$ cat config.mk
export PLATFORM = sky130hd
export DESIGN_NAME = floppy_track_sector_id_generator
export DESIGN_NICKNAME = d
export VERILOG_FILES = /design/src/sv/ftsig_pkg.sv /design/src/sv/ftsig_ram.sv /design/src/sv/ftsig_step_unit.sv /design/src/sv/ftsig_seq.sv /design/src/sv/floppy_track_sector_id_generator.sv
export SDC_FILE = /design/constraint.sdc
export NUM_CORES = 1
export LEC_CHECK = 0
export ABC_CLOCK_PERIOD_IN_PS = 6700
export BUFFER_PORTS_ARGS = -buffer_cell sky130_fd_sc_hd__buf_2
export CORE_ASPECT_RATIO = 1.1
export CORE_UTILIZATION = 40
export CTS_BUF_LIST = sky130_fd_sc_hd__clkbuf_2
export CTS_CLUSTER_DIAMETER = 60
export DETAILED_ROUTE_END_ITERATION = 10
export PLACE_DENSITY = 0.65
export SLEW_MARGIN = 20
export SYNTH_ARGS = -nofsm -noshare
export SYNTH_HDL_FRONTEND = slang
export SYNTH_SLANG_ARGS = --single-unit
export TNS_END_PERCENT = 20
$ cat constraint.sdc
create_clock -name clk -period 6.7 [get_ports clk]
set_input_delay 0.67 -clock clk [delete_from_list [all_inputs] [get_ports clk]]
set_output_delay 0.67 -clock clk [all_outputs]
set_load 0.05 [all_outputs]
$ cat src/sv/ftsig_pkg.sv
package ftsig_pkg;

  localparam int SECT_W          = 5;
  localparam int SUM_W           = SECT_W + 1;
  localparam int TRACK_W         = 8;
  localparam int CYL_W           = 7;
  localparam int SIZE_W          = 2;
  localparam int MAX_SECTORS_DEF = 21;

  localparam logic [SECT_W-1:0] SPT_RESET  = 5'd18;
  localparam logic [SECT_W-1:0] STEP_RESET = 5'd1;
  localparam logic [SIZE_W-1:0] SIZE_CODE  = 2'd2;

  // register indexes, byte address 4*i
  localparam logic REG_SPT  = 1'b0;
  localparam logic REG_STEP = 1'b1;

  typedef struct packed {
    logic [SECT_W-1:0] n;     // effective sector count
    logic [SECT_W-1:0] step;  // effective interleave, below n
  } cfg_t;

  typedef enum logic [1:0] {
    ST_IDLE,
    ST_BUILD,
    ST_PREP,
    ST_EMIT
  } seq_state_t;

endpackage

$ cat src/sv/ftsig_ram.sv
module ftsig_ram #(
  parameter int WIDTH = 8,
  parameter int DEPTH = 16,
  localparam int AW = (DEPTH > 1) ? $clog2(DEPTH) : 1
) (
  input  logic             clk,
  input  logic             we,
  input  logic [AW-1:0]    waddr,
  input  logic [WIDTH-1:0] wdata,
  input  logic [AW-1:0]    raddr,
  output logic [WIDTH-1:0] rdata
);

  logic [WIDTH-1:0] mem [DEPTH];

  always_ff @(posedge clk) begin
    if (we) begin
      mem[waddr] <= wdata;
    end
    rdata <= mem[raddr];
  end

endmodule

$ cat src/sv/ftsig_step_unit.sv
// pos + addend, wrapped into 0..n-1 (one add, one compare, one subtract)
module ftsig_step_unit import ftsig_pkg::*; #(
  parameter int IW = 5
) (
  input  logic [IW-1:0]     pos,
  input  logic [SECT_W-1:0] addend,
  input  logic [SECT_W-1:0] n,
  output logic [IW-1:0]     pos_next
);

  logic [SUM_W-1:0] sum;
  logic [SUM_W-1:0] wrapped;

  always_comb begin
    sum     = SUM_W'(pos) + SUM_W'(addend);
    wrapped = (sum >= SUM_W'(n)) ? (sum - SUM_W'(n)) : sum;
    pos_next = IW'(wrapped);
  end

endmodule

$ cat src/sv/ftsig_seq.sv
module ftsig_seq import ftsig_pkg::*; #(
  parameter int MAX_SECTORS = MAX_SECTORS_DEF,
  localparam int IW = (MAX_SECTORS > 1) ? $clog2(MAX_SECTORS) : 1
) (
  input  logic               clk,
  input  logic               rst,
  input  cfg_t               cfg,
  input  logic               in_valid,
  output logic               in_ready,
  input  logic [TRACK_W-1:0] track_number,
  output logic               out_valid,
  input  logic               out_ready,
  output logic [CYL_W-1:0]   cylinder,
  output logic               head,
  output logic [SECT_W-1:0]  sector_number,
  output logic [SIZE_W-1:0]  size_code,
  output logic               last_record
);

  seq_state_t state, state_next;

  logic [TRACK_W-1:0]     track;
  logic [IW-1:0]          pos;
  logic [IW-1:0]          pos_next;
  logic [SECT_W-1:0]      sect;
  logic [MAX_SECTORS-1:0] occ;
  logic [IW-1:0]          rd_slot, rd_slot_next;
  logic [SECT_W-1:0]      addend;
  logic [SECT_W-1:0]      rdata;
  logic                   start, placing, load, last;

  ftsig_step_unit #(.IW(IW)) u_unit (
    .pos      (pos),
    .addend   (addend),
    .n        (cfg.n),
    .pos_next (pos_next)
  );

  ftsig_ram #(.WIDTH(SECT_W), .DEPTH(MAX_SECTORS)) u_ram (
    .clk   (clk),
    .we    (placing),
    .waddr (pos),
    .wdata (sect),
    .raddr (rd_slot_next),
    .rdata (rdata)
  );

  assign last      = SUM_W'(rd_slot) == (SUM_W'(cfg.n) - SUM_W'(1));
  assign size_code = SIZE_CODE;

  always_ff @(posedge clk) begin
    if (rst) begin
      state <= ST_IDLE;
    end else begin
      state <= state_next;
    end
  end

  always_comb begin
    state_next   = state;
    in_ready     = 1'b0;
    start        = 1'b0;
    placing      = 1'b0;
    load         = 1'b0;
    addend       = SECT_W'(1);
    rd_slot_next = rd_slot;
    unique case (state)
      ST_IDLE: begin
        in_ready     = 1'b1;
        rd_slot_next = '0;
        if (in_valid) begin
          start      = 1'b1;
          state_next = ST_BUILD;
        end
      end
      ST_BUILD: begin
        // occupied slot: step by one; free slot: place, then step by interleave
        if (!occ[pos]) begin
          placing = 1'b1;
          addend  = cfg.step;
          if (sect == cfg.n) begin
            state_next = ST_PREP;
          end
        end
      end
      ST_PREP: begin
        state_next = ST_EMIT;
      end
      ST_EMIT: begin
        load = !out_valid || out_ready;
        if (load) begin
          if (last) begin
            state_next = ST_IDLE;
          end else begin
            rd_slot_next = rd_slot + IW'(1);
          end
        end
      end
      default: begin
        state_next = ST_IDLE;
      end
    endcase
  end

  always_ff @(posedge clk) begin
    if (start) begin
      track <= track_number;
      pos   <= '0;
      sect  <= SECT_W'(1);
    end else if (state == ST_BUILD) begin
      pos <= pos_next;
      if (placing) begin
        sect <= sect + SECT_W'(1);
      end
    end
    if (load) begin
      cylinder      <= track[TRACK_W-1:1];
      head          <= track[0];
      sector_number <= rdata;
      last_record   <= last;
    end
  end

  always_ff @(posedge clk) begin
    if (rst || start) begin
      occ <= '0;
    end else if (placing) begin
      occ[pos] <= 1'b1;
    end
  end

  always_ff @(posedge clk) begin
    if (rst) begin
      rd_slot   <= '0;
      out_valid <= 1'b0;
    end else begin
      rd_slot <= rd_slot_next;
      if (load) begin
        out_valid <= 1'b1;
      end else if (out_ready) begin
        out_valid <= 1'b0;
      end
    end
  end

endmodule

$ cat src/sv/floppy_track_sector_id_generator.sv
// Channel | Dir | Handshake          | Payload
// input   | in  | in_valid/in_ready  | track_number[7:0]
// output  | out | out_valid/out_ready| cylinder[6:0] head sector_number[4:0]
//         |     |                    | size_code[1:0] last_record
// config  | in  | APB psel/penable   | paddr[2:0] pwdata/prdata[31:0]
//
// One track word: accept, then place each sector with occupied slots skipped,
// a read-prime state, then one record per cycle while the output is not stalled.
// The shared step unit (add, wrap compare) sets the build time.
// Reset (rst, sync) loads sectors_per_track=18, interleave_step=1.
// Output stalls hold the current record; in_ready returns after the last
// record is loaded into the output register, even if it is not yet taken.
module floppy_track_sector_id_generator import ftsig_pkg::*; #(
  parameter int MAX_SECTORS = MAX_SECTORS_DEF
) (
  input  logic               clk,
  input  logic               rst,
  // input words
  input  logic               in_valid,
  output logic               in_ready,
  input  logic [TRACK_W-1:0] track_number,
  // sector ID records
  output logic               out_valid,
  input  logic               out_ready,
  output logic [CYL_W-1:0]   cylinder,
  output logic               head,
  output logic [SECT_W-1:0]  sector_number,
  output logic [SIZE_W-1:0]  size_code,
  output logic               last_record,
  // register port
  input  logic               psel,
  input  logic               penable,
  input  logic               pwrite,
  input  logic [2:0]         paddr,
  input  logic [31:0]        pwdata,
  output logic [31:0]        prdata,
  output logic               pready
);

  logic [SECT_W-1:0] sectors_per_track;
  logic [SECT_W-1:0] interleave_step;
  logic [SECT_W-1:0] n_eff;
  logic              wr_en;
  cfg_t              cfg;

  assign pready = 1'b1;
  assign wr_en  = psel && penable && pwrite;

  // Register index is paddr[2]; low address bits are ignored.
  always_ff @(posedge clk) begin
    if (rst) begin
      sectors_per_track <= SPT_RESET;
      interleave_step   <= STEP_RESET;
    end else if (wr_en) begin
      unique case (paddr[2])
        REG_SPT:  sectors_per_track <= pwdata[SECT_W-1:0];
        REG_STEP: interleave_step   <= pwdata[SECT_W-1:0];
        default:  ;
      endcase
    end
  end

  always_comb begin
    unique case (paddr[2])
      REG_SPT:  prdata = 32'(sectors_per_track);
      REG_STEP: prdata = 32'(interleave_step);
      default:  prdata = '0;
    endcase
  end

  // Sector count: zero reads as one, saturate at table depth.
  // Interleave: clamp to n-1 so a placement step never wraps twice.
  always_comb begin
    n_eff = sectors_per_track;
    if (n_eff == '0) begin
      n_eff = SECT_W'(1);
    end
    if (32'(n_eff) > 32'(MAX_SECTORS)) begin
      n_eff = SECT_W'(MAX_SECTORS);
    end
    cfg.n    = n_eff;
    cfg.step = (interleave_step >= n_eff) ? (n_eff - SECT_W'(1)) : interleave_step;
  end

  ftsig_seq #(.MAX_SECTORS(MAX_SECTORS)) u_seq (
    .clk           (clk),
    .rst           (rst),
    .cfg           (cfg),
    .in_valid      (in_valid),
    .in_ready      (in_ready),
    .track_number  (track_number),
    .out_valid     (out_valid),
    .out_ready     (out_ready),
    .cylinder      (cylinder),
    .head          (head),
    .sector_number (sector_number),
    .size_code     (size_code),
    .last_record   (last_record)
  );

endmodule
# After elaboration in Yosys (flattened, before gate mapping)

Memory sizes are Yosys's and may differ from the RTL's. A register that Yosys moved wholly into a read port is not among the register bits.
Index checks and enable logic that the tools add are counted.

Register bits: 71
Memory bits (writable): 105
Input bits: 50
Memories: 1

Add/sub/neg operators: 6
$lt $le $gt $ge: 5
Eq/ne operators: 10
Multiplexer cells: 30
Bitwise logic cells: 2
Reduce and logical (&&, ||, !) cells: 13

Memories:

| name            | depth | bits a word | read ports | clocked after memory_dff | write ports | line            | RTL |
|---|---|---|---|---|---|---|---|
| u_seq.u_ram.mem | 21    | 5           | 1          | 1                        | 1           | ftsig_ram.sv:14 | `logic [WIDTH-1:0] mem [DEPTH];` |

Operator list:

| operator                                                    | number |
|---|---|
| case mux 32 bit (2 select lines)                            | 1 |
| 2-to-1 mux 5 bit                                            | 8 |
| OR 21 bit                                                   | 1 |
| 2-to-1 mux 1 bit                                            | 12 |
| adder 5 x 1 -> 5 bit (second input constant)                | 2 |
| 2-to-1 mux 2 bit                                            | 5 |
| case mux 5 bit (2 select lines)                             | 1 |
| case mux 2 bit (4 select lines)                             | 1 |
| adder 5 x 5 -> 6 bit                                        | 1 |
| equality test 5 x 6 -> 1 bit                                | 1 |
| >= comparator 6 x 5 -> 1 bit                                | 1 |
| less-than comparator 5 x 6 -> 1 bit (second input constant) | 1 |
| inequality test 2 x 1 -> 1 bit (second input constant)      | 3 |
| AND reduction 2 bit                                         | 3 |
| subtractor 5 x 1 -> 6 bit (second input constant)           | 1 |
| binary-select mux 1 bit (select 5 bit)                      | 1 |
| demux 1 bit (select 5 bit)                                  | 1 |
| equality test 5 bit                                         | 1 |
| >= comparator 5 x 1 -> 1 bit (second input constant)        | 1 |
| >= comparator 5 bit                                         | 1 |
| > comparator 5 bit (second input constant)                  | 1 |
| zero test 5 bit                                             | 1 |
| AND reduction 5 bit                                         | 1 |
| subtractor 5 x 1 -> 5 bit (second input constant)           | 1 |
| other kinds (10)                                            | 15 |

# Depth between registers and ports, before layout

Depth in word-level cells: 11
Depth in mapped cells: 28

# Cells and area by module

Synthesis repeated with hierarchy kept, for this count alone.

Cells, all modules: 705
Area, all modules: 8529.4 sq um

By module, submodules not included:

| module                           | times used | cells an instance | area an instance (sq um) |
|---|---|---|---|
| ftsig_ram                        | 1          | 259               | 4326.6 |
| ftsig_seq                        | 1          | 281               | 2813.9 |
| floppy_track_sector_id_generator | 1          | 113               | 949.7 |
| ftsig_step_unit                  | 1          | 52                | 439.2 |

# Worst setup path before layout

No wires, ideal clock.

Kind: reg-to-reg
From: register sectors_per_track[4]
To: register u_seq.pos[2]
Arrival: 5.153 ns
Data required time: 6.585 ns
Slack: 1.432 ns
Stages on the path, launching flop included: 25
Path buffers: 2
Period minus slack after synthesis: 5.268 ns
Cells stage by stage: dfxtp_1 > buf_4 > inv_1 > o21ai_0 > ha_1 > a21o_1 > a21oi_1 > nor2b_1 > o21ai_0 > nand2b_1 > buf_1 > o211ai_1 > ha_1 > inv_1 > fa_1 > inv_1 > fa_1 > a21o_1 > a21oi_1 > nand2_1 > a2111oi_2 > nor2_1 > a21oi_1 > mux2i_1 > nor2b_1

Cells in the longest elaborated chain, start to end: 11
Elaborated cells between the ends (all ways): 13
Classes of those cells: add/sub (3); order compare (3); mux (6); reduce/logical (1)

RTL lines:

| item                                                                    | line                                   | RTL |
|---|---|---|
| from (decl)                                                             | floppy_track_sector_id_generator.sv:40 | `logic [SECT_W-1:0] sectors_per_track;` |
| from (signal assigned)                                                  | floppy_track_sector_id_generator.sv:56 | `REG_SPT: sectors_per_track <= pwdata[SECT_W-1:0];` |
| zero test 5 bit                                                         | floppy_track_sector_id_generator.sv:75 | `if (n_eff == '0) begin` |
| 2-to-1 mux 5 bit (*)                                                    | floppy_track_sector_id_generator.sv:75 |  |
| > comparator 5 bit                                                      | floppy_track_sector_id_generator.sv:78 | `if (32'(n_eff) > 32'(MAX_SECTORS)) begin` |
| 2-to-1 mux 5 bit (*)                                                    | floppy_track_sector_id_generator.sv:78 |  |
| subtractor 5 x 1 -> 5 bit / >= comparator 5 bit (equally long branches) | floppy_track_sector_id_generator.sv:82 | `cfg.step = (interleave_step >= n_eff) ? (n_eff - SECT_W'(1)) : interleave_step;` |
| 2-to-1 mux 5 bit                                                        | floppy_track_sector_id_generator.sv:82 |  |
| 2-to-1 mux 5 bit                                                        | ftsig_seq.sv:78                        | `if (!occ[pos]) begin` |
| 2-to-1 mux 5 bit                                                        | ftsig_seq.sv:67                        | `unique case (state)` |
| adder 5 x 5 -> 6 bit                                                    | ftsig_step_unit.sv:15                  | `sum = SUM_W'(pos) + SUM_W'(addend);` |
| subtractor 5 bit / >= comparator 6 x 5 -> 1 bit (equally long branches) | ftsig_step_unit.sv:16                  | `wrapped = (sum >= SUM_W'(n)) ? (sum - SUM_W'(n)) : sum;` |
| 2-to-1 mux 5 bit (*)                                                    | ftsig_step_unit.sv:16                  |  |
| to (signal assigned)                                                    | ftsig_seq.sv:111                       | `pos <= pos_next;` |
| to (decl)                                                               | ftsig_seq.sv:23                        | `logic [IW-1:0] pos;` |

Mark *: on every way between the ends. The rest lies on a longest branch, timed or not.
A chain may end at the register's enable or synchronous reset.

# Worst setup path in the final report

Ends and elaborated chain as after synthesis.

==> results.md <==
- CTS sink count: 181
- Yosys warning count: 0
- Mapped Area: 8210 µm²
- Setup CP Type: reg -> reg
- Pwr dens: 290.5 nW/µm²
- Cts repair resizes: 0
- Number of synthesized register bits: 181
- Clk slew on worst S/H paths: 0.26 ns
- Ports: 101
- Setup Skew: 0.03601 ns
- H-tree levels: 4
- Area added between synthesis and finish: 7.818%
- Sw Share: 0.3440
- Worst Path Arrival: 6.29 ns
- VDD IR max: 0.0001175 V
- Status: finished with violations
- Max-Cap Viols: 0
- All-Layer GR Usage: 0.1574
- Worst-case clock buffer depth: 2
- Main synth FF type: edfxtp_1
- P_leak: 0.003258 µW
- Global route total overflow: 0
- Die width: 138.6 µm
- Hpwl dp: 11270 µm
- CTS Buf Count: 17
- Routability congestion estimate: 0.8191
- Sequential fraction of design power: 0.558
- Design Power: 2571 µW
- Area leader, netlist: edfxtp_1
- Fraction of registers with async set/reset: 0
- Starting density of the core: 0.4105
- Post-synth top area share: 0.4645
- Fillers: 1811
- Sequential share of the synthesized area: 0.5962
- RSZ-0062 raised after global routing: no
- Largest net degree at the start of global routing: 47
- DR pass1 iterations: 10
- DRC: 5
- Mapped Cells: 645
- Max FO, Critical Path: 15
- Die Y: 152.3 µm
- Clk network pwr share: 0.208
- Number of global-route vias before repair: 4868
- Max-slew headroom: 0.2637
- CTS tree: done
- CP Launch Point: sectors_per_track[4]$_SDFFE_PP1P_
- Vias: 5000
- Achievable Freq: 177.2 MHz
- Worst hold start: pwdata[2]
- Worst r2r src: sectors_per_track[4]$_SDFFE_PP1P_
- Final setup violating endpoints: 0
- Final Max Tran Viols: 0
- Minimum clock period: 5.642 ns
- FP Rows: 54
- Type of origin of the critical path: flip-flop
- DP Area: 8537 µm²
- Final wirelength: 15950 µm
- Initial antenna violation count: 1
- Share of cells above drive strength 1: 0.1406
- Final worst-path cycle share: 0.8421
- Sw power: 884.5 µW
- Final count of hold timing violations: 0
- Final Hold Slack: 0.1364 ns
- Mean Syn Cell Area: 12.73 µm²
- Required time worst endpoint: 7.35 ns
- HP Class: in -> reg
- Worst-skew pair later-pin latency: 0.76 ns
- Tightest Pin Transition: 1.103 ns
- Failing checks: DRC
- Die area: 21100 µm²
- Placeable Area: 20000 µm²
- Port buffer count: 41
- Top cells by area, synth: edfxtp_1, dfxtp_1, mux2i_1
- Via/cell ratio: 5.225
- First-pass GRT wire length: 25650 µm
- EDFF count, synth: 127
- Comb power frac: 0.234
- Fin Setup TNS: 0 ns
- ANT nets after route: 0
- Starting DRT DRC Count: 361
- Internal power: 1687 µW
- Final instance area: 8852 µm²
- Wire per inst: 16.67 µm
- Synth cell types: 59
- Layout net count: 765
- CP endpoint kind: flip-flop
- CTS root buf: clkbuf_2
[worst max-delay path, stage by stage, from the launching register on]
cell and delay (ns):
dfxtp_1 0.71, nor2_1 0.15, a221oi_4 0.42, inv_1 0.13, ha_1 0.28, nand2b_1 0.14
a21o_1 0.17, a21oi_1 0.14, nor2b_1 0.06, o21ai_0 0.15, nand2b_1 0.22, o211ai_1 0.24
ha_1 0.19, inv_1 0.06, fa_1 0.48, inv_1 0.08, fa_1 0.43, a21o_1 0.19
a21oi_1 0.21, nand2_1 0.09, a2111oi_2 0.36, buf_4 0.22, nor2_1 0.05, a21oi_1 0.12
mux2i_1 0.08, nor2b_1 0.14
[metal layers]
layer / global-route usage / up-vias / part of all wire
met5: 0 / - / 0
met4: 0.06956 / 0 / 0.016
met3: 0.02483 / 21 / 0.042
met2: 0.2753 / 113 / 0.52
met1: 0.1916 / 2439 / 0.43
li1: - / 2427 / -
[what timing repair did]
item,in CTS,in global routing
hold buffers,5,3
setup buffers,0,0
endpoints found under the hold margin,5,3
[through the flow]
step | std cells | utilization | setup WS (ns)
after floorplan | 673 | - | 1.432
after global placement | 916 | 0.4269 | 1.183
after detailed placement | 916 | 0.4269 | 1.056
after CTS | 953 | 0.4410 | 1.012
after global routing | 957 | 0.4426 | 0.5431
final | 957 | 0.4426 | 1.058
[layout make-up]
cell class | count | area, µm² | share of cell area
antenna | 1 | 2.502 | 0.0002827
clock buffer | 17 | 85.08 | 0.009611
clock inverter | 15 | 147.6 | 0.01668
inverter | 24 | 90.09 | 0.01018
multi-input combinational | 410 | 2972 | 0.3357
sequential | 181 | 4895 | 0.5529
tap | 252 | 315.3 | 0.03562
timing repair buffer | 57 | 345.3 | 0.03901
[power by group through the flow]
stage          Clock, µW  Combinational, µW  Sequential [µW]
3_5_place_dp           0                598             1460
3_3_place_gp           0                581             1460
2_1_floorplan          0                484             1430
5_1_grt              601                664             1450
6_report             535                601             1440
4_1_cts              550                603             1440
[Yosys cell counts (18+ instances only)]
library cell / n
inv_1: 22
a21oi_1: 21
nor2_1: 60
mux2i_1: 67
edfxtp_1: 127
buf_4: 32
ha_1: 22
nand2_1: 19
o22ai_1: 22
clkbuf_1: 18
o21a_1: 22
dfxtp_1: 54
[logic make-up (layout without fill, tap and decap cells)]
logic type,Yosys count,in the layout,synth area share
fa+ha+maj,24,24,0.03840
xor+xnor,20,20,0.02134
other cells,2,31,0.0009147
mux,76,76,0.09951
buf+inv,82,113,0.05471
flops,181,181,0.5962
simple gates,152,152,0.09250
compound gates,108,108,0.09647
[sequential cells by signal, summed over array words and instances (netlist names)]
register and count:
u_seq.sect 5, u_seq.sector_number 5, u_seq.cylinder 7, u_seq.occ 21
u_seq.rd_slot 5, interleave_step 5, u_seq.u_ram.rdata 5, u_seq.track 8
u_seq.last_record 1, u_seq.pos 5, u_seq.u_ram.mem 105, u_seq.out_valid 1
u_seq.state 2, u_seq.head 1, sectors_per_track 5
[worst paths after layout]
path	endpoint	cells past startpoint	slack (ns)
hold reg to reg	u_seq.sector_number[0]$_DFFE_PP_	0	0.44
hold / removal	interleave_step[2]$_SDFFE_PP0P_	3	0.14
setup reg to reg	u_seq.pos[2]$_SDFFE_PP0P_	25	1.06
setup / recovery	u_seq.pos[2]$_SDFFE_PP0P_	25	1.06
[cell usage in the layout (no fill, tap or decap), types with 10 or more instances in the layout]
| cell | n |
|---|---|
| edfxtp_1 | 127 |
| mux2i_1 | 67 |
| nor2_1 | 60 |
| dfxtp_1 | 54 |
| buf_2 | 41 |
| conb_1 | 30 |
| inv_1 | 22 |
| o22ai_1 | 22 |
| o21a_1 | 22 |
| ha_1 | 22 |
| a21oi_1 | 21 |
| nand2_1 | 19 |
| clkbuf_2 | 17 |
| nand3_1 | 13 |
| xor2_1 | 11 |
| and2_1 | 10 |
Note: power is estimated with default switching activity, not from simulation.
